**src/rtl/core/ecfc_pkg.sv**
```systemverilog
// ============================================================================
// ecfc_pkg
// Shared types, codes and constants for the ECN fraction congestion engine.
// ============================================================================
package ecfc_pkg;

   localparam int unsigned SeqWidth   = 32;
   localparam int unsigned CwndWidth  = 20;
   localparam int unsigned AlphaWidth = 11;
   localparam int unsigned ShiftWidth = 4;
   localparam int unsigned StateWidth = 3;
   localparam int unsigned ProdWidth  = CwndWidth + AlphaWidth;

   localparam logic [AlphaWidth-1:0] ALPHA_MAX        = 11'd1024;
   localparam logic [AlphaWidth-1:0] LOW_ALPHA_LIMIT  = 11'd50;
   localparam logic [ShiftWidth-1:0] FRACTION_BITS    = 4'd10;
   localparam logic [ShiftWidth-1:0] EWMA_SHIFT_RESET = 4'd6;
   localparam logic [CwndWidth-1:0]  SSTHRESH_FLOOR   = 20'd2;
   localparam int unsigned           LightCutShift    = 4;
   localparam int unsigned           AlphaScaleBits   = 11;

   // Request codes.
   localparam logic [2:0] REQ_INIT     = 3'd0;
   localparam logic [2:0] REQ_ACK      = 3'd1;
   localparam logic [2:0] REQ_LOSS     = 3'd2;
   localparam logic [2:0] REQ_STATE    = 3'd3;
   localparam logic [2:0] REQ_SSTHRESH = 3'd4;
   localparam logic [2:0] REQ_UNDO     = 3'd5;

   // Congestion state code for recovery.
   localparam logic [StateWidth-1:0] CA_RECOVERY = 3'd3;

   // Configuration register indexes.
   localparam logic CSR_EWMA_SHIFT    = 1'b0;
   localparam logic CSR_INITIAL_ALPHA = 1'b1;

   typedef struct packed {
      logic [2:0]            req_type;
      logic [SeqWidth-1:0]   unacked_seq;
      logic [SeqWidth-1:0]   next_send_seq;
      logic [SeqWidth-1:0]   delivered_total;
      logic [SeqWidth-1:0]   delivered_marked;
      logic [CwndWidth-1:0]  cwnd_now;
      logic [StateWidth-1:0] new_ca_state;
      logic [StateWidth-1:0] cur_ca_state;
   } req_payload_type;

   typedef struct packed {
      logic [AlphaWidth-1:0] alpha_now;
      logic [CwndWidth-1:0]  ssthresh_value;
      logic                  ssthresh_valid;
      logic [CwndWidth-1:0]  undo_cwnd_value;
   } rsp_payload_type;

   typedef enum logic [1:0] {
      ST_IDLE,
      ST_EXEC,
      ST_DIV,
      ST_DONE
   } ctrl_state_type;

   typedef struct packed {
      logic capture;
      logic div_start;
      logic commit;
   } dp_cmd_type;

   typedef struct packed {
      logic needs_div;
      logic div_busy;
      logic out_free;
   } dp_status_type;

endpackage

```
**src/rtl/core/ecfc_div.sv**
```systemverilog
// ============================================================================
// ecfc_div
// Restoring divider, 32-bit unsigned, one quotient bit per cycle.
// ============================================================================
module ecfc_div (
   input  logic                           clock,
   input  logic                           reset,
   input  logic                           start,
   input  logic [ecfc_pkg::SeqWidth-1:0]  dividend,
   input  logic [ecfc_pkg::SeqWidth-1:0]  divisor,
   output logic                           busy,
   output logic [ecfc_pkg::SeqWidth-1:0]  quotient
);

   logic                          busy_ff, busy_in;
   logic [4:0]                    count_ff, count_in;
   logic [ecfc_pkg::SeqWidth-1:0] rem_ff, rem_in;
   logic [ecfc_pkg::SeqWidth-1:0] quo_ff, quo_in;
   logic [ecfc_pkg::SeqWidth-1:0] dsor_ff, dsor_in;
   logic [ecfc_pkg::SeqWidth:0]   trial;
   logic [ecfc_pkg::SeqWidth:0]   diff;

   always_comb begin
      trial    = {rem_ff, quo_ff[ecfc_pkg::SeqWidth-1]};
      diff     = trial - {1'b0, dsor_ff};
      busy_in  = busy_ff;
      count_in = count_ff;
      rem_in   = rem_ff;
      quo_in   = quo_ff;
      dsor_in  = dsor_ff;
      if (start) begin
         busy_in  = 1'b1;
         count_in = '0;
         rem_in   = '0;
         quo_in   = dividend;
         dsor_in  = divisor;
      end else if (busy_ff) begin
         // The partial remainder always stays below the divisor.
         if (!diff[ecfc_pkg::SeqWidth]) begin
            rem_in = diff[ecfc_pkg::SeqWidth-1:0];
         end else begin
            rem_in = trial[ecfc_pkg::SeqWidth-1:0];
         end
         quo_in   = {quo_ff[ecfc_pkg::SeqWidth-2:0], ~diff[ecfc_pkg::SeqWidth]};
         count_in = count_ff + 5'd1;
         if (count_ff == 5'd31) begin
            busy_in = 1'b0;
         end
      end
   end

   always_ff @(posedge clock) begin
      if (reset) begin
         busy_ff  <= 1'b0;
         count_ff <= '0;
      end else begin
         busy_ff  <= busy_in;
         count_ff <= count_in;
      end
      rem_ff  <= rem_in;
      quo_ff  <= quo_in;
      dsor_ff <= dsor_in;
   end

   assign busy     = busy_ff;
   assign quotient = quo_ff;

endmodule

```
**src/rtl/core/ecfc_ctrl.sv**
```systemverilog
// ============================================================================
// ecfc_ctrl
// Sequencer: capture, evaluate, optional divide, then commit to the output.
// ============================================================================
module ecfc_ctrl (
   input  logic                    clock,
   input  logic                    reset,
   input  logic                    req_valid,
   output logic                    req_stall,
   input  ecfc_pkg::dp_status_type sts,
   output ecfc_pkg::dp_cmd_type    cmd
);

   ecfc_pkg::ctrl_state_type state_ff, state_in;

   always_ff @(posedge clock) begin
      if (reset) begin
         state_ff <= ecfc_pkg::ST_IDLE;
      end else begin
         state_ff <= state_in;
      end
   end

   always_comb begin
      state_in = state_ff;
      cmd      = '0;
      unique case (state_ff)
         ecfc_pkg::ST_IDLE: begin
            if (req_valid) begin
               cmd.capture = 1'b1;
               state_in    = ecfc_pkg::ST_EXEC;
            end
         end
         ecfc_pkg::ST_EXEC: begin
            if (sts.needs_div) begin
               cmd.div_start = 1'b1;
               state_in      = ecfc_pkg::ST_DIV;
            end else begin
               state_in = ecfc_pkg::ST_DONE;
            end
         end
         ecfc_pkg::ST_DIV: begin
            if (!sts.div_busy) begin
               state_in = ecfc_pkg::ST_DONE;
            end
         end
         ecfc_pkg::ST_DONE: begin
            if (sts.out_free) begin
               cmd.commit = 1'b1;
               state_in   = ecfc_pkg::ST_IDLE;
            end
         end
         default: begin
            state_in = ecfc_pkg::ST_IDLE;
         end
      endcase
   end

   assign req_stall = (state_ff != ecfc_pkg::ST_IDLE);

endmodule

```
**src/rtl/core/ecfc_dpath.sv**
```systemverilog
// ============================================================================
// ecfc_dpath
// Datapath: configuration, flow state, item register, multiplier, divider
// and the result register.
// ============================================================================
module ecfc_dpath (
   input  logic                              clock,
   input  logic                              reset,
   input  ecfc_pkg::req_payload_type         req_payload,
   output logic                              rsp_valid,
   input  logic                              rsp_stall,
   output ecfc_pkg::rsp_payload_type         rsp_payload,
   input  logic                              csr_wr_en,
   input  logic                              csr_index,
   input  logic [ecfc_pkg::AlphaWidth-1:0]   csr_wdata,
   input  ecfc_pkg::dp_cmd_type              cmd,
   output ecfc_pkg::dp_status_type           sts
);

   localparam int unsigned SW = ecfc_pkg::SeqWidth;
   localparam int unsigned CW = ecfc_pkg::CwndWidth;
   localparam int unsigned AW = ecfc_pkg::AlphaWidth;

   logic [ecfc_pkg::ShiftWidth-1:0] ewma_shift_ff;
   logic [AW-1:0]                   initial_alpha_ff;

   logic [AW-1:0]                   alpha_ff, alpha_in;
   logic [SW-1:0]                   window_end_ff, window_end_in;
   logic [SW-1:0]                   dlv_snap_ff, dlv_snap_in;
   logic [SW-1:0]                   mrk_snap_ff, mrk_snap_in;
   logic [CW-1:0]                   saved_cwnd_ff, saved_cwnd_in;

   ecfc_pkg::req_payload_type       item_ff;
   logic [ecfc_pkg::ProdWidth-1:0]  product_ff;

   logic                            rsp_valid_ff, rsp_valid_in;
   ecfc_pkg::rsp_payload_type       rsp_data_ff, rsp_data_in;

   logic [ecfc_pkg::ShiftWidth-1:0] gain;
   logic [ecfc_pkg::ShiftWidth-1:0] frac_shift;
   logic [SW-1:0]                   seq_diff;
   logic                            in_window;
   logic [SW-1:0]                   marked_diff;
   logic [SW-1:0]                   deliv_diff;
   logic [SW-1:0]                   dividend;
   logic [SW-1:0]                   divisor;
   logic                            div_busy;
   logic [SW-1:0]                   quotient;
   logic [AW-1:0]                   decay;
   logic [AW-1:0]                   alpha_decayed;
   logic [SW:0]                     alpha_sum;
   logic [AW-1:0]                   alpha_ack;
   logic [AW-1:0]                   alpha_init;
   logic [CW-1:0]                   dctcp_raw;
   logic [CW-1:0]                   light_raw;
   logic [CW-1:0]                   dctcp_cut;
   logic [CW-1:0]                   loss_cut;
   logic [CW-1:0]                   undo_val;

   // Gain exponent above ten behaves as ten.
   assign gain       = (ewma_shift_ff > ecfc_pkg::FRACTION_BITS) ?
                       ecfc_pkg::FRACTION_BITS : ewma_shift_ff;
   assign frac_shift = ecfc_pkg::FRACTION_BITS - gain;

   // Window check with 32-bit wraparound.
   assign seq_diff    = item_ff.unacked_seq - window_end_ff;
   assign in_window   = !seq_diff[SW-1];
   assign marked_diff = item_ff.delivered_marked - mrk_snap_ff;
   assign deliv_diff  = item_ff.delivered_total - dlv_snap_ff;
   assign dividend    = marked_diff << frac_shift;
   assign divisor     = (deliv_diff == '0) ? {{(SW-1){1'b0}}, 1'b1} : deliv_diff;

   ecfc_div u_div (
      .clock    (clock),
      .reset    (reset),
      .start    (cmd.div_start),
      .dividend (dividend),
      .divisor  (divisor),
      .busy     (div_busy),
      .quotient (quotient)
   );

   always_comb begin
      // Alpha decay; a decrement that rounds to zero empties alpha.
      decay         = alpha_ff >> gain;
      alpha_decayed = (decay == '0) ? '0 : (alpha_ff - decay);
      alpha_sum     = {{(SW+1-AW){1'b0}}, alpha_decayed} + {1'b0, quotient};
      if (marked_diff == '0) begin
         alpha_ack = alpha_decayed;
      end else if (alpha_sum > {{(SW+1-AW){1'b0}}, ecfc_pkg::ALPHA_MAX}) begin
         alpha_ack = ecfc_pkg::ALPHA_MAX;
      end else begin
         alpha_ack = alpha_sum[AW-1:0];
      end

      alpha_init = (initial_alpha_ff > ecfc_pkg::ALPHA_MAX) ?
                   ecfc_pkg::ALPHA_MAX : initial_alpha_ff;

      // The reduction is below cwnd, so neither subtraction can wrap.
      dctcp_raw = item_ff.cwnd_now -
                  product_ff[ecfc_pkg::AlphaScaleBits +: CW];
      light_raw = item_ff.cwnd_now - (item_ff.cwnd_now >> ecfc_pkg::LightCutShift);
      dctcp_cut = (dctcp_raw < ecfc_pkg::SSTHRESH_FLOOR) ?
                  ecfc_pkg::SSTHRESH_FLOOR : dctcp_raw;
      if (alpha_ff < ecfc_pkg::LOW_ALPHA_LIMIT) begin
         loss_cut = (light_raw < ecfc_pkg::SSTHRESH_FLOOR) ?
                    ecfc_pkg::SSTHRESH_FLOOR : light_raw;
      end else begin
         loss_cut = dctcp_cut;
      end
      undo_val = (item_ff.cwnd_now > saved_cwnd_ff) ? item_ff.cwnd_now : saved_cwnd_ff;
   end

   always_comb begin
      alpha_in      = alpha_ff;
      window_end_in = window_end_ff;
      dlv_snap_in   = dlv_snap_ff;
      mrk_snap_in   = mrk_snap_ff;
      saved_cwnd_in = saved_cwnd_ff;
      rsp_data_in   = rsp_data_ff;
      rsp_valid_in  = rsp_valid_ff && rsp_stall;
      if (cmd.commit) begin
         rsp_valid_in                = 1'b1;
         rsp_data_in.ssthresh_value  = '0;
         rsp_data_in.ssthresh_valid  = 1'b0;
         rsp_data_in.undo_cwnd_value = '0;
         case (item_ff.req_type)
            ecfc_pkg::REQ_INIT: begin
               alpha_in      = alpha_init;
               saved_cwnd_in = '0;
               window_end_in = item_ff.next_send_seq;
               dlv_snap_in   = item_ff.delivered_total;
               mrk_snap_in   = item_ff.delivered_marked;
            end
            ecfc_pkg::REQ_ACK: begin
               if (in_window) begin
                  alpha_in      = alpha_ack;
                  window_end_in = item_ff.next_send_seq;
                  dlv_snap_in   = item_ff.delivered_total;
                  mrk_snap_in   = item_ff.delivered_marked;
               end
            end
            ecfc_pkg::REQ_LOSS: begin
               saved_cwnd_in              = item_ff.cwnd_now;
               rsp_data_in.ssthresh_value = loss_cut;
               rsp_data_in.ssthresh_valid = 1'b1;
            end
            ecfc_pkg::REQ_STATE: begin
               if ((item_ff.new_ca_state == ecfc_pkg::CA_RECOVERY) &&
                   (item_ff.cur_ca_state != ecfc_pkg::CA_RECOVERY)) begin
                  saved_cwnd_in              = item_ff.cwnd_now;
                  rsp_data_in.ssthresh_value = loss_cut;
                  rsp_data_in.ssthresh_valid = 1'b1;
               end
            end
            ecfc_pkg::REQ_SSTHRESH: begin
               saved_cwnd_in              = item_ff.cwnd_now;
               rsp_data_in.ssthresh_value = dctcp_cut;
               rsp_data_in.ssthresh_valid = 1'b1;
            end
            ecfc_pkg::REQ_UNDO: begin
               rsp_data_in.undo_cwnd_value = undo_val;
            end
            default: begin
            end
         endcase
         rsp_data_in.alpha_now = alpha_in;
      end
   end

   always_ff @(posedge clock) begin
      if (reset) begin
         ewma_shift_ff    <= ecfc_pkg::EWMA_SHIFT_RESET;
         initial_alpha_ff <= ecfc_pkg::ALPHA_MAX;
         alpha_ff         <= ecfc_pkg::ALPHA_MAX;
         window_end_ff    <= '0;
         dlv_snap_ff      <= '0;
         mrk_snap_ff      <= '0;
         saved_cwnd_ff    <= '0;
         rsp_valid_ff     <= 1'b0;
      end else begin
         if (csr_wr_en) begin
            unique case (csr_index)
               ecfc_pkg::CSR_EWMA_SHIFT: begin
                  ewma_shift_ff <= csr_wdata[ecfc_pkg::ShiftWidth-1:0];
               end
               ecfc_pkg::CSR_INITIAL_ALPHA: begin
                  initial_alpha_ff <= csr_wdata;
               end
               default: begin
               end
            endcase
         end
         alpha_ff      <= alpha_in;
         window_end_ff <= window_end_in;
         dlv_snap_ff   <= dlv_snap_in;
         mrk_snap_ff   <= mrk_snap_in;
         saved_cwnd_ff <= saved_cwnd_in;
         rsp_valid_ff  <= rsp_valid_in;
      end
      if (cmd.capture) begin
         item_ff <= req_payload;
      end
      product_ff  <= item_ff.cwnd_now * alpha_ff;
      rsp_data_ff <= rsp_data_in;
   end

   assign sts.needs_div = (item_ff.req_type == ecfc_pkg::REQ_ACK) && in_window &&
                          (marked_diff != '0);
   assign sts.div_busy  = div_busy;
   assign sts.out_free  = !rsp_valid_ff || !rsp_stall;

   assign rsp_valid   = rsp_valid_ff;
   assign rsp_payload = rsp_data_ff;

endmodule

```
**src/rtl/core/ecn_fraction_congestion_control_unit.sv**
```systemverilog
// ============================================================================
// ecn_fraction_congestion_control_unit
// Per-flow ECN fraction congestion engine: alpha estimator, ssthresh cut on loss,
// recovery entry or an ssthresh request, and undo window.
// ============================================================================
//
//   Channel   Direction  Handshake             Beat contents
//   req_      in         req_valid/req_stall   one event (req_payload_type)
//   rsp_      out        rsp_valid/rsp_stall   one result (rsp_payload_type)
//   csr_      in         csr_wr_en             register write, no read-back
//
// One event is handled at a time. An ACK that closes the observation window
// with new marks also passes through the 32-step serial divider for the
// marked fraction; every other event goes from evaluation straight to commit.
// Reset is synchronous and active high; it clears the flow state and loads
// alpha with 1024, the gain exponent with 6 and the initial alpha with 1024.
// A finished result sits in an output register, so a new beat is taken while
// rsp_stall holds the previous one; the engine only waits before its commit
// step when that register is still full and rsp_stall is high.
//
module ecn_fraction_congestion_control_unit (
   input  logic                             clock,
   input  logic                             reset,
   input  logic                             req_valid,
   output logic                             req_stall,
   input  ecfc_pkg::req_payload_type        req_payload,
   output logic                             rsp_valid,
   input  logic                             rsp_stall,
   output ecfc_pkg::rsp_payload_type        rsp_payload,
   input  logic                             csr_wr_en,
   input  logic                             csr_index,
   input  logic [ecfc_pkg::AlphaWidth-1:0]  csr_wdata
);

   // Command and status between the sequencer and the datapath.
   ecfc_pkg::dp_cmd_type    cmd;
   ecfc_pkg::dp_status_type sts;

   // The sequencer owns the handshake on the request side; it steps each
   // event through capture, evaluation, an optional division and commit.
   ecfc_ctrl u_ctrl (
      .clock     (clock),
      .reset     (reset),
      .req_valid (req_valid),
      .req_stall (req_stall),
      .sts       (sts),
      .cmd       (cmd)
   );

   // The datapath holds configuration, flow state, the captured event, the
   // cwnd-by-alpha product, the divider and the result register.
   ecfc_dpath u_dpath (
      .clock       (clock),
      .reset       (reset),
      .req_payload (req_payload),
      .rsp_valid   (rsp_valid),
      .rsp_stall   (rsp_stall),
      .rsp_payload (rsp_payload),
      .csr_wr_en   (csr_wr_en),
      .csr_index   (csr_index),
      .csr_wdata   (csr_wdata),
      .cmd         (cmd),
      .sts         (sts)
   );

endmodule
```
**config.mk**
```make
export PLATFORM = sky130hd
export DESIGN_NAME = ecn_fraction_congestion_control_unit
export DESIGN_NICKNAME = d
export VERILOG_FILES = /design/src/rtl/core/ecfc_pkg.sv /design/src/rtl/core/ecfc_div.sv /design/src/rtl/core/ecfc_ctrl.sv /design/src/rtl/core/ecfc_dpath.sv /design/src/rtl/core/ecn_fraction_congestion_control_unit.sv
export SDC_FILE = /design/constraint.sdc
export NUM_CORES = 2
export LEC_CHECK = 0
export ABC_CLOCK_PERIOD_IN_PS = 8350
export BUFFER_PORTS_ARGS = -buffer_cell sky130_fd_sc_hd__buf_4
export CAP_MARGIN = 20
export CORE_MARGIN = 2
export CORE_UTILIZATION = 50
export DETAILED_ROUTE_END_ITERATION = 8
export PLACE_DENSITY = 0.72
export REMOVE_ABC_BUFFERS = 1
export SLEW_MARGIN = 20
export SYNTH_ARGS = -nofsm -noshare
export SYNTH_HDL_FRONTEND = slang
export SYNTH_SLANG_ARGS = --single-unit
export TNS_END_PERCENT = 10
```
**constraint.sdc**
```tcl
create_clock -name clock -period 8.35 [get_ports clock]
set_clock_uncertainty 0.1 [all_clocks]
set_input_delay 0 -clock clock [delete_from_list [all_inputs] [get_ports clock]]
set_output_delay 0 -clock clock [all_outputs]
set_load 0.05 [all_outputs]
```
Word level (Yosys, flattened, before mapping)
Index checks and enable logic that the tools add are counted.
{"block": "op_classes", "n_mul": 1, "eq_ne": 16, "shift": 2, "reduce_logical": 25, "magnitude_cmp": 7, "bitwise": 2, "add_sub_neg": 10, "mux": 39}
{"op": "$mux W32", "n": 6}
{"op": "$pmux W32 S2", "n": 3}
{"op": "$mux W20", "n": 5}
{"op": "$sub A32 B32 Y32", "n": 3}
{"op": "$logic_not A32 Y1", "n": 2}
{"op": "$pmux W21 S3", "n": 1}
{"op": "$pmux W20 S3", "n": 1}
{"op": "$mux W11", "n": 5}
{"op": "$lt A20 B2 Y1 const B", "n": 2}
{"op": "$add A11 B32 Y33", "n": 1}
{"op": "$gt A33 B11 Y1 const B", "n": 1}
{"op": "$sub A33 B32 Y33", "n": 1}
{"op": "$reduce_bool A32 Y1", "n": 1}
{"op": "$shl A32 B4 Y32", "n": 1}
{"op": "$mul A20 B11 Y31", "n": 1}
{"op": "$pmux W11 S2", "n": 1}
{"op": "$mux W21", "n": 1}
{"op": "$gt A20 B20 Y1", "n": 1}
{"op": "$sub A20 B16 Y20", "n": 1}
{"op": "$sub A20 B20 Y20", "n": 1}
{"op": "$gt A11 B11 Y1 const B", "n": 1}
{"op": "$logic_not A11 Y1", "n": 1}
{"op": "$lt A11 B6 Y1 const B", "n": 1}
{"op": "$mux W1", "n": 11}
{"op": "28 further kinds", "n": 49}
{"block": "totals", "regBits": 487, "input_bits": 174, "wordCells": 129}

Depth between registers and ports, before layout
{"block": "logic_depth", "ltp_word": 11, "depth_mapped": 31, "depth_no_buf": 26}

Modules after synthesis
From an unflattened synthesis, not the netlist that was laid out.
{"block": "unflattened", "cells_unflattened": 4017, "area_unflattened_um2": 35869.4}
{"module": "ecfc_dpath", "seq_area_each_um2": 9539.1, "n_inst": 1, "area_per_inst_um2": 29743.5, "cells_each": 3393}
{"module": "ecfc_div", "seq_area_each_um2": 2682.6, "n_inst": 1, "area_per_inst_um2": 5894.4, "cells_each": 600}
{"module": "ecfc_ctrl", "seq_area_each_um2": 40.0, "n_inst": 1, "area_per_inst_um2": 231.5, "cells_each": 24}

Worst setup path before layout
Ideal clock, no wire load.
{"block": "synth_path", "kind": "register -> register", "startpoint": "reg u_dpath.alpha_ff[4]", "endpoint": "reg u_dpath.product_ff[30] (netlist name)", "period_less_slack_ns": 6.109, "t_arrival_ns": 5.937, "n_path_buf": 2, "setup_ns": 0.072, "required_ns": 8.178, "setup_slack_ns": 2.241, "stages_incl_launch_ff": 24, "path_cell_list": "dfxtp_1 -> clkbuf_1 -> clkbuf_1 -> nand2_1 -> fa_1 -> inv_1 -> fa_1 -> inv_1 -> fa_1 -> inv_1 -> fa_1 -> fa_1 -> ha_1 -> a21o_1 -> a21oi_1 -> a32oi_1 -> a31o_2 -> a41o_1 -> or4_1 -> nand3_1 -> nand3_1 -> a31o_2 -> a21oi_1 -> xnor2_1"}
{"block": "synth_between", "elab_chain_len": 1}
{"element": "start, declared", "line_no": "ecfc_dpath.sv:27", "source": "logic [AW-1:0] alpha_ff, alpha_in;"}
{"element": "start signal, assigned", "line_no": "ecfc_dpath.sv:175", "source": "alpha_ff <= ecfc_pkg::ALPHA_MAX;"}
{"element": "start signal, assigned", "line_no": "ecfc_dpath.sv:194", "source": "alpha_ff <= alpha_in;"}
{"element": "$mul A20 B11 Y31", "line_no": "ecfc_dpath.sv:204", "source": "product_ff <= item_ff.cwnd_now * alpha_ff;"}
{"element": "end signal, assigned", "line_no": "ecfc_dpath.sv:204"}
{"element": "end, declared", "line_no": "ecfc_dpath.sv:34", "source": "logic [ecfc_pkg::ProdWidth-1:0] product_ff;"}
Every way passes these cells.
A chain may end at the register's enable or synchronous reset.

Worst setup path in the final report
{"block": "layout_path", "startpoint": "reg u_dpath.alpha_ff[5]", "endpoint": "reg u_dpath.rsp_data_ff (netlist bit u_dpath.rsp_payload[48]) (data pin)"}
{"block": "layout_between", "elab_chain_len": 9, "word_cells_on_any_way": 10, "classes_between": "add/sub (2); order compare (1); shift (1); mux (5); reduce/logical (1)"}
{"element": "$shr A11 B4 Y11", "line_no": "ecfc_dpath.sv:85", "source": "decay = alpha_ff >> gain;"}
{"element": "$sub A11 B11 Y11 / $logic_not A11 Y1 (equally long branches)", "line_no": "ecfc_dpath.sv:86", "source": "alpha_decayed = (decay == '0) ? '0 : (alpha_ff - decay);"}
{"element": "$mux W11 (*)", "line_no": "ecfc_dpath.sv:86"}
{"element": "$add A11 B32 Y33", "line_no": "ecfc_dpath.sv:87", "source": "alpha_sum = {{(SW+1-AW){1'b0}}, alpha_decayed} + {1'b0, quotient};"}
{"element": "$gt A33 B11 Y1", "line_no": "ecfc_dpath.sv:90", "source": "end else if (alpha_sum > {{(SW+1-AW){1'b0}}, ecfc_pkg::ALPHA_MAX}) begin"}
{"element": "$mux W11", "line_no": "ecfc_dpath.sv:90"}
{"element": "$mux W11 (*)", "line_no": "ecfc_dpath.sv:88", "source": "if (marked_diff == '0) begin"}
{"element": "$mux W11 (*)", "line_no": "ecfc_dpath.sv:136", "source": "if (in_window) begin"}
{"element": "$pmux W11 S2 (*)", "line_no": "ecfc_dpath.sv:127", "source": "case (item_ff.req_type)"}
{"element": "end signal, assigned", "line_no": "ecfc_dpath.sv:205", "source": "rsp_data_ff <= rsp_data_in;"}
{"element": "end, declared", "line_no": "ecfc_dpath.sv:37", "source": "ecfc_pkg::rsp_payload_type rsp_data_ff, rsp_data_in;"}
Every way passes the cells marked *; elsewhere a longest branch is shown, timed or not.

==> metrics.txt <==
area of the multi-input gates=20,900 um^2; Async SR Flop Fraction=0%; Psw=3780 uW; vias in the first global route=29,448; Routed Antenna Nets=0; combinational fraction of design power=41.8%; Reg power frac=32.9%; library cells used by synthesis=95; Hold WS=0.00572 ns; total grt overflow=0; endpoints failing hold=0; critical path class=reg -> reg; number of max-cap violations=0; Seq/Total Area, Yosys=34.7%; core area=69,900 um^2; cell count after synthesis=3,787; RSZ-0062 raised after global routing=no; Post-CTS Setup Bufs=0; actual slew at the worst max-slew pin=1.06 ns; post-synth top area share=23.2%; GRT Total Usage=25.3%; Area Overhead vs Synth=22.0%; Yosys reg bits=476; worst vdd rail ir drop=194 uV; Final #Nets=4,893; Post-Syn Area=35,300 um^2; CP arrival=7.58 ns; Reg clk slew, reported paths=0.06 ns; FILL cells=5,815; Yosys Warn Count=0; Final HPWL DP=63,600 um; PortBufs=227; Lkg Pwr=0.0178 uW; Power Total=9820 uW; Min Clock Period, post-route=7.28 ns; CTS buffer count=54; Pre-antenna DRT Iters=7; post-synth top area cell=edfxtp_1; Worst-Skew Late Latency=0.65 ns; CTS Root Cell=clkbuf_16; # H-tree levels=2; clock buffer depth=3; number of flops mapped to enable cells by yosys=273; Hold Path Class=in -> reg; FF/Latch Area=12,300 um^2; largest net degree at the start of global routing=70; first-pass GRT wire length=151,000 um; Synth area leaders=edfxtp_1, dfxtp_1, ha_1; Crit Path Max Fanout=27; internal power=6040 uW; Initial Util=50.5%; status=finished, final reports clean; critical path launch point type=flip-flop; Post-route DRC=0; Final Cycle Share=87.2%; die width=270 um; Setup crit end kind=flip-flop; initial DRC count=1,944; relative slew slack=28.8%; initial antenna violation count=5; row count=97; pwr/cell area=228 nW/um^2; Final Max Slew Viols=0; Sinks on Clock Net=476; most frequent cells in the layout=inv_1, nand2_1, dlygate4sd3_1; clock network fraction of total power=25.3%; die height=270 um; Final Setup Violations=0; final weighted congestion in routability-driven placement=0.881; DRT Wirelength=93,500 um; drt wl/cell=17.7 um; main flop type after synthesis=edfxtp_1; most common cell after layout, fill and taps aside=inv_1; WP data required=8.64 ns; CTS tree=built; vias per std cell=5.57; Vias=29,343; IO Count=228; Switching Share=38.5%; area of the die=72,700 um^2; layout cells sized above 1=9.83%; Synth Area per Inst=9.32 um^2; max frequency=137 MHz
## cells in the mapped netlist (15+ instances only)
cell type    n
nand2_1    353
o211ai_1    24
nand3_1     69
xnor2_1     88
dfxtp_1    203
fa_1       167
nand4_1     30
and3_1      36
nor3_1      68
a211oi_1    37
ha_1       273
a31oi_1     29
a21o_1      57
buf_1       22
buf_2       15
mux2i_1    186
or3_1       22
a221o_1     15
inv_1      397
edfxtp_1   273
a21oi_1    229
o21ai_0    164
nor4_1      17
o21bai_1    19
or2_2       20
o31ai_1     16
and2_1     113
clkbuf_1   120
nand2b_1    35
o21a_1      36
nor2b_1     32
xor2_1      54
nor2_1     321
## path summary, 6_finish.rpt
kind / startpoint / endpoint / slack, ns / cells past startpoint
min reg2reg: u_dpath.saved_cwnd_ff[7] / u_dpath.saved_cwnd_ff[7] / 0.37 / 2
max reg2reg: u_dpath.alpha_ff[5] / u_dpath.rsp_payload[48] / 1.07 / 22
min: req_payload[155] / u_dpath.item_ff[155] / 0.006 / 2
max: u_dpath.alpha_ff[5] / u_dpath.rsp_payload[48] / 1.07 / 22
## per-layer routing
layer  wire (um)  vias to the layer above  GRT usage [%]
met4        3890                        4           10.3
met1       38600                    14134           30.6
li1            -                    14220              -
met2       46900                      758           45.5
met3        4000                      227           3.10
met5          27                        -              0
## timing repair
| action | 4_1_cts | 5_1_grt |
|---|---|---|
| hold buffers | 338 | 0 |
| resized for setup | 0 | 0 |
| endpoints found under the hold margin | 235 | 0 |
## logic make-up (layout without fill, tap and decap cells)
| logic type | count (synthesis) | after routing | synth area share (%) |
|---|---|---|---|
| AO/OA/AOI/OAI | 787 | 787 | 14.6 |
| flip-flops | 476 | 476 | 34.7 |
| XOR/XNOR | 142 | 142 | 3.52 |
| AND/OR/NAND/NOR | 1172 | 1172 | 15.9 |
| buffers and inverters | 567 | 1105 | 6.25 |
| adder cells (fa/ha/maj) | 440 | 440 | 19.2 |
| other | 0 | 3 | 0 |
| multiplexers | 203 | 203 | 5.90 |
## power by group through the flow
stage / Clock [uW] / Sequential [uW] / Combinational (uW)
2_1_floorplan: 0 / 3300 / 2910
3_3_place_gp: 0 / 3260 / 3850
6_report: 2480 / 3230 / 4110
3_5_place_dp: 0 / 3260 / 3900
5_1_grt: 2620 / 3270 / 4590
4_1_cts: 2530 / 3210 / 4050
## flip-flops by register name (all words and copies together) (netlist names), 5 cells and up
| signal | flops |
|---|---|
| u_dpath.saved_cwnd_ff | 20 |
| u_dpath.product_ff | 20 |
| u_dpath.initial_alpha_ff | 11 |
| u_dpath.rsp_payload | 52 |
| u_dpath.alpha_ff | 11 |
| u_dpath.u_div.rem_ff | 32 |
| u_dpath.u_div.count_ff | 5 |
| u_dpath.u_div.dsor_ff | 32 |
| u_dpath.u_div.quotient | 32 |
| u_dpath.dlv_snap_ff | 32 |
| u_dpath.mrk_snap_ff | 32 |
| u_dpath.window_end_ff | 32 |
| u_dpath.item_ff | 157 |
## critical path, cell delays in order (launching register included)
cell and delay, ns:
dfxtp_1 0.96, mux2i_1 0.23, a211o_1 0.38, o21ai_1 0.20
ha_1 0.21, inv_1 0.05, fa_1 0.39, a21o_1 0.19
a21oi_1 0.20, o21bai_1 0.09, a21oi_1 0.21, o21ai_0 0.21
a2111oi_0 0.44, nor4bb_1 0.13, ha_1 0.64, o21ai_0 0.26
a31oi_1 0.35, a221oi_4 0.16, o41ai_1 0.73, a2111oi_4 0.13
and4_4 0.29, and3_1 0.19, a221o_1 0.25
## final cells by class
cell class | instances | area share [%]
antenna | 3 | 0.0174
clock buffer | 77 | 3.59
clock inverter | 25 | 0.755
inverter | 401 | 3.50
multi-input combinational | 2744 | 48.5
sequential | 476 | 28.5
tap | 940 | 2.73
timing repair buffer | 602 | 12.5
## through the flow
step | area, um^2 | util [%] | setup WS, ns | setup TNS [ns] | instances
after global placement | 37800 | 54.1 | 1.33 | 0 | 4825
after detailed placement | 37800 | 54.1 | 1.22 | 0 | 4825
after global routing | 43100 | 61.6 | 0.634 | 0 | 5268
after floorplan | 34600 | - | -7.06 | -575.04 | 3621
after CTS | 43000 | 61.6 | 1.22 | 0 | 5265
final | 43100 | 61.6 | 1.07 | 0 | 5268
Power figures use the tool's default switching activity.
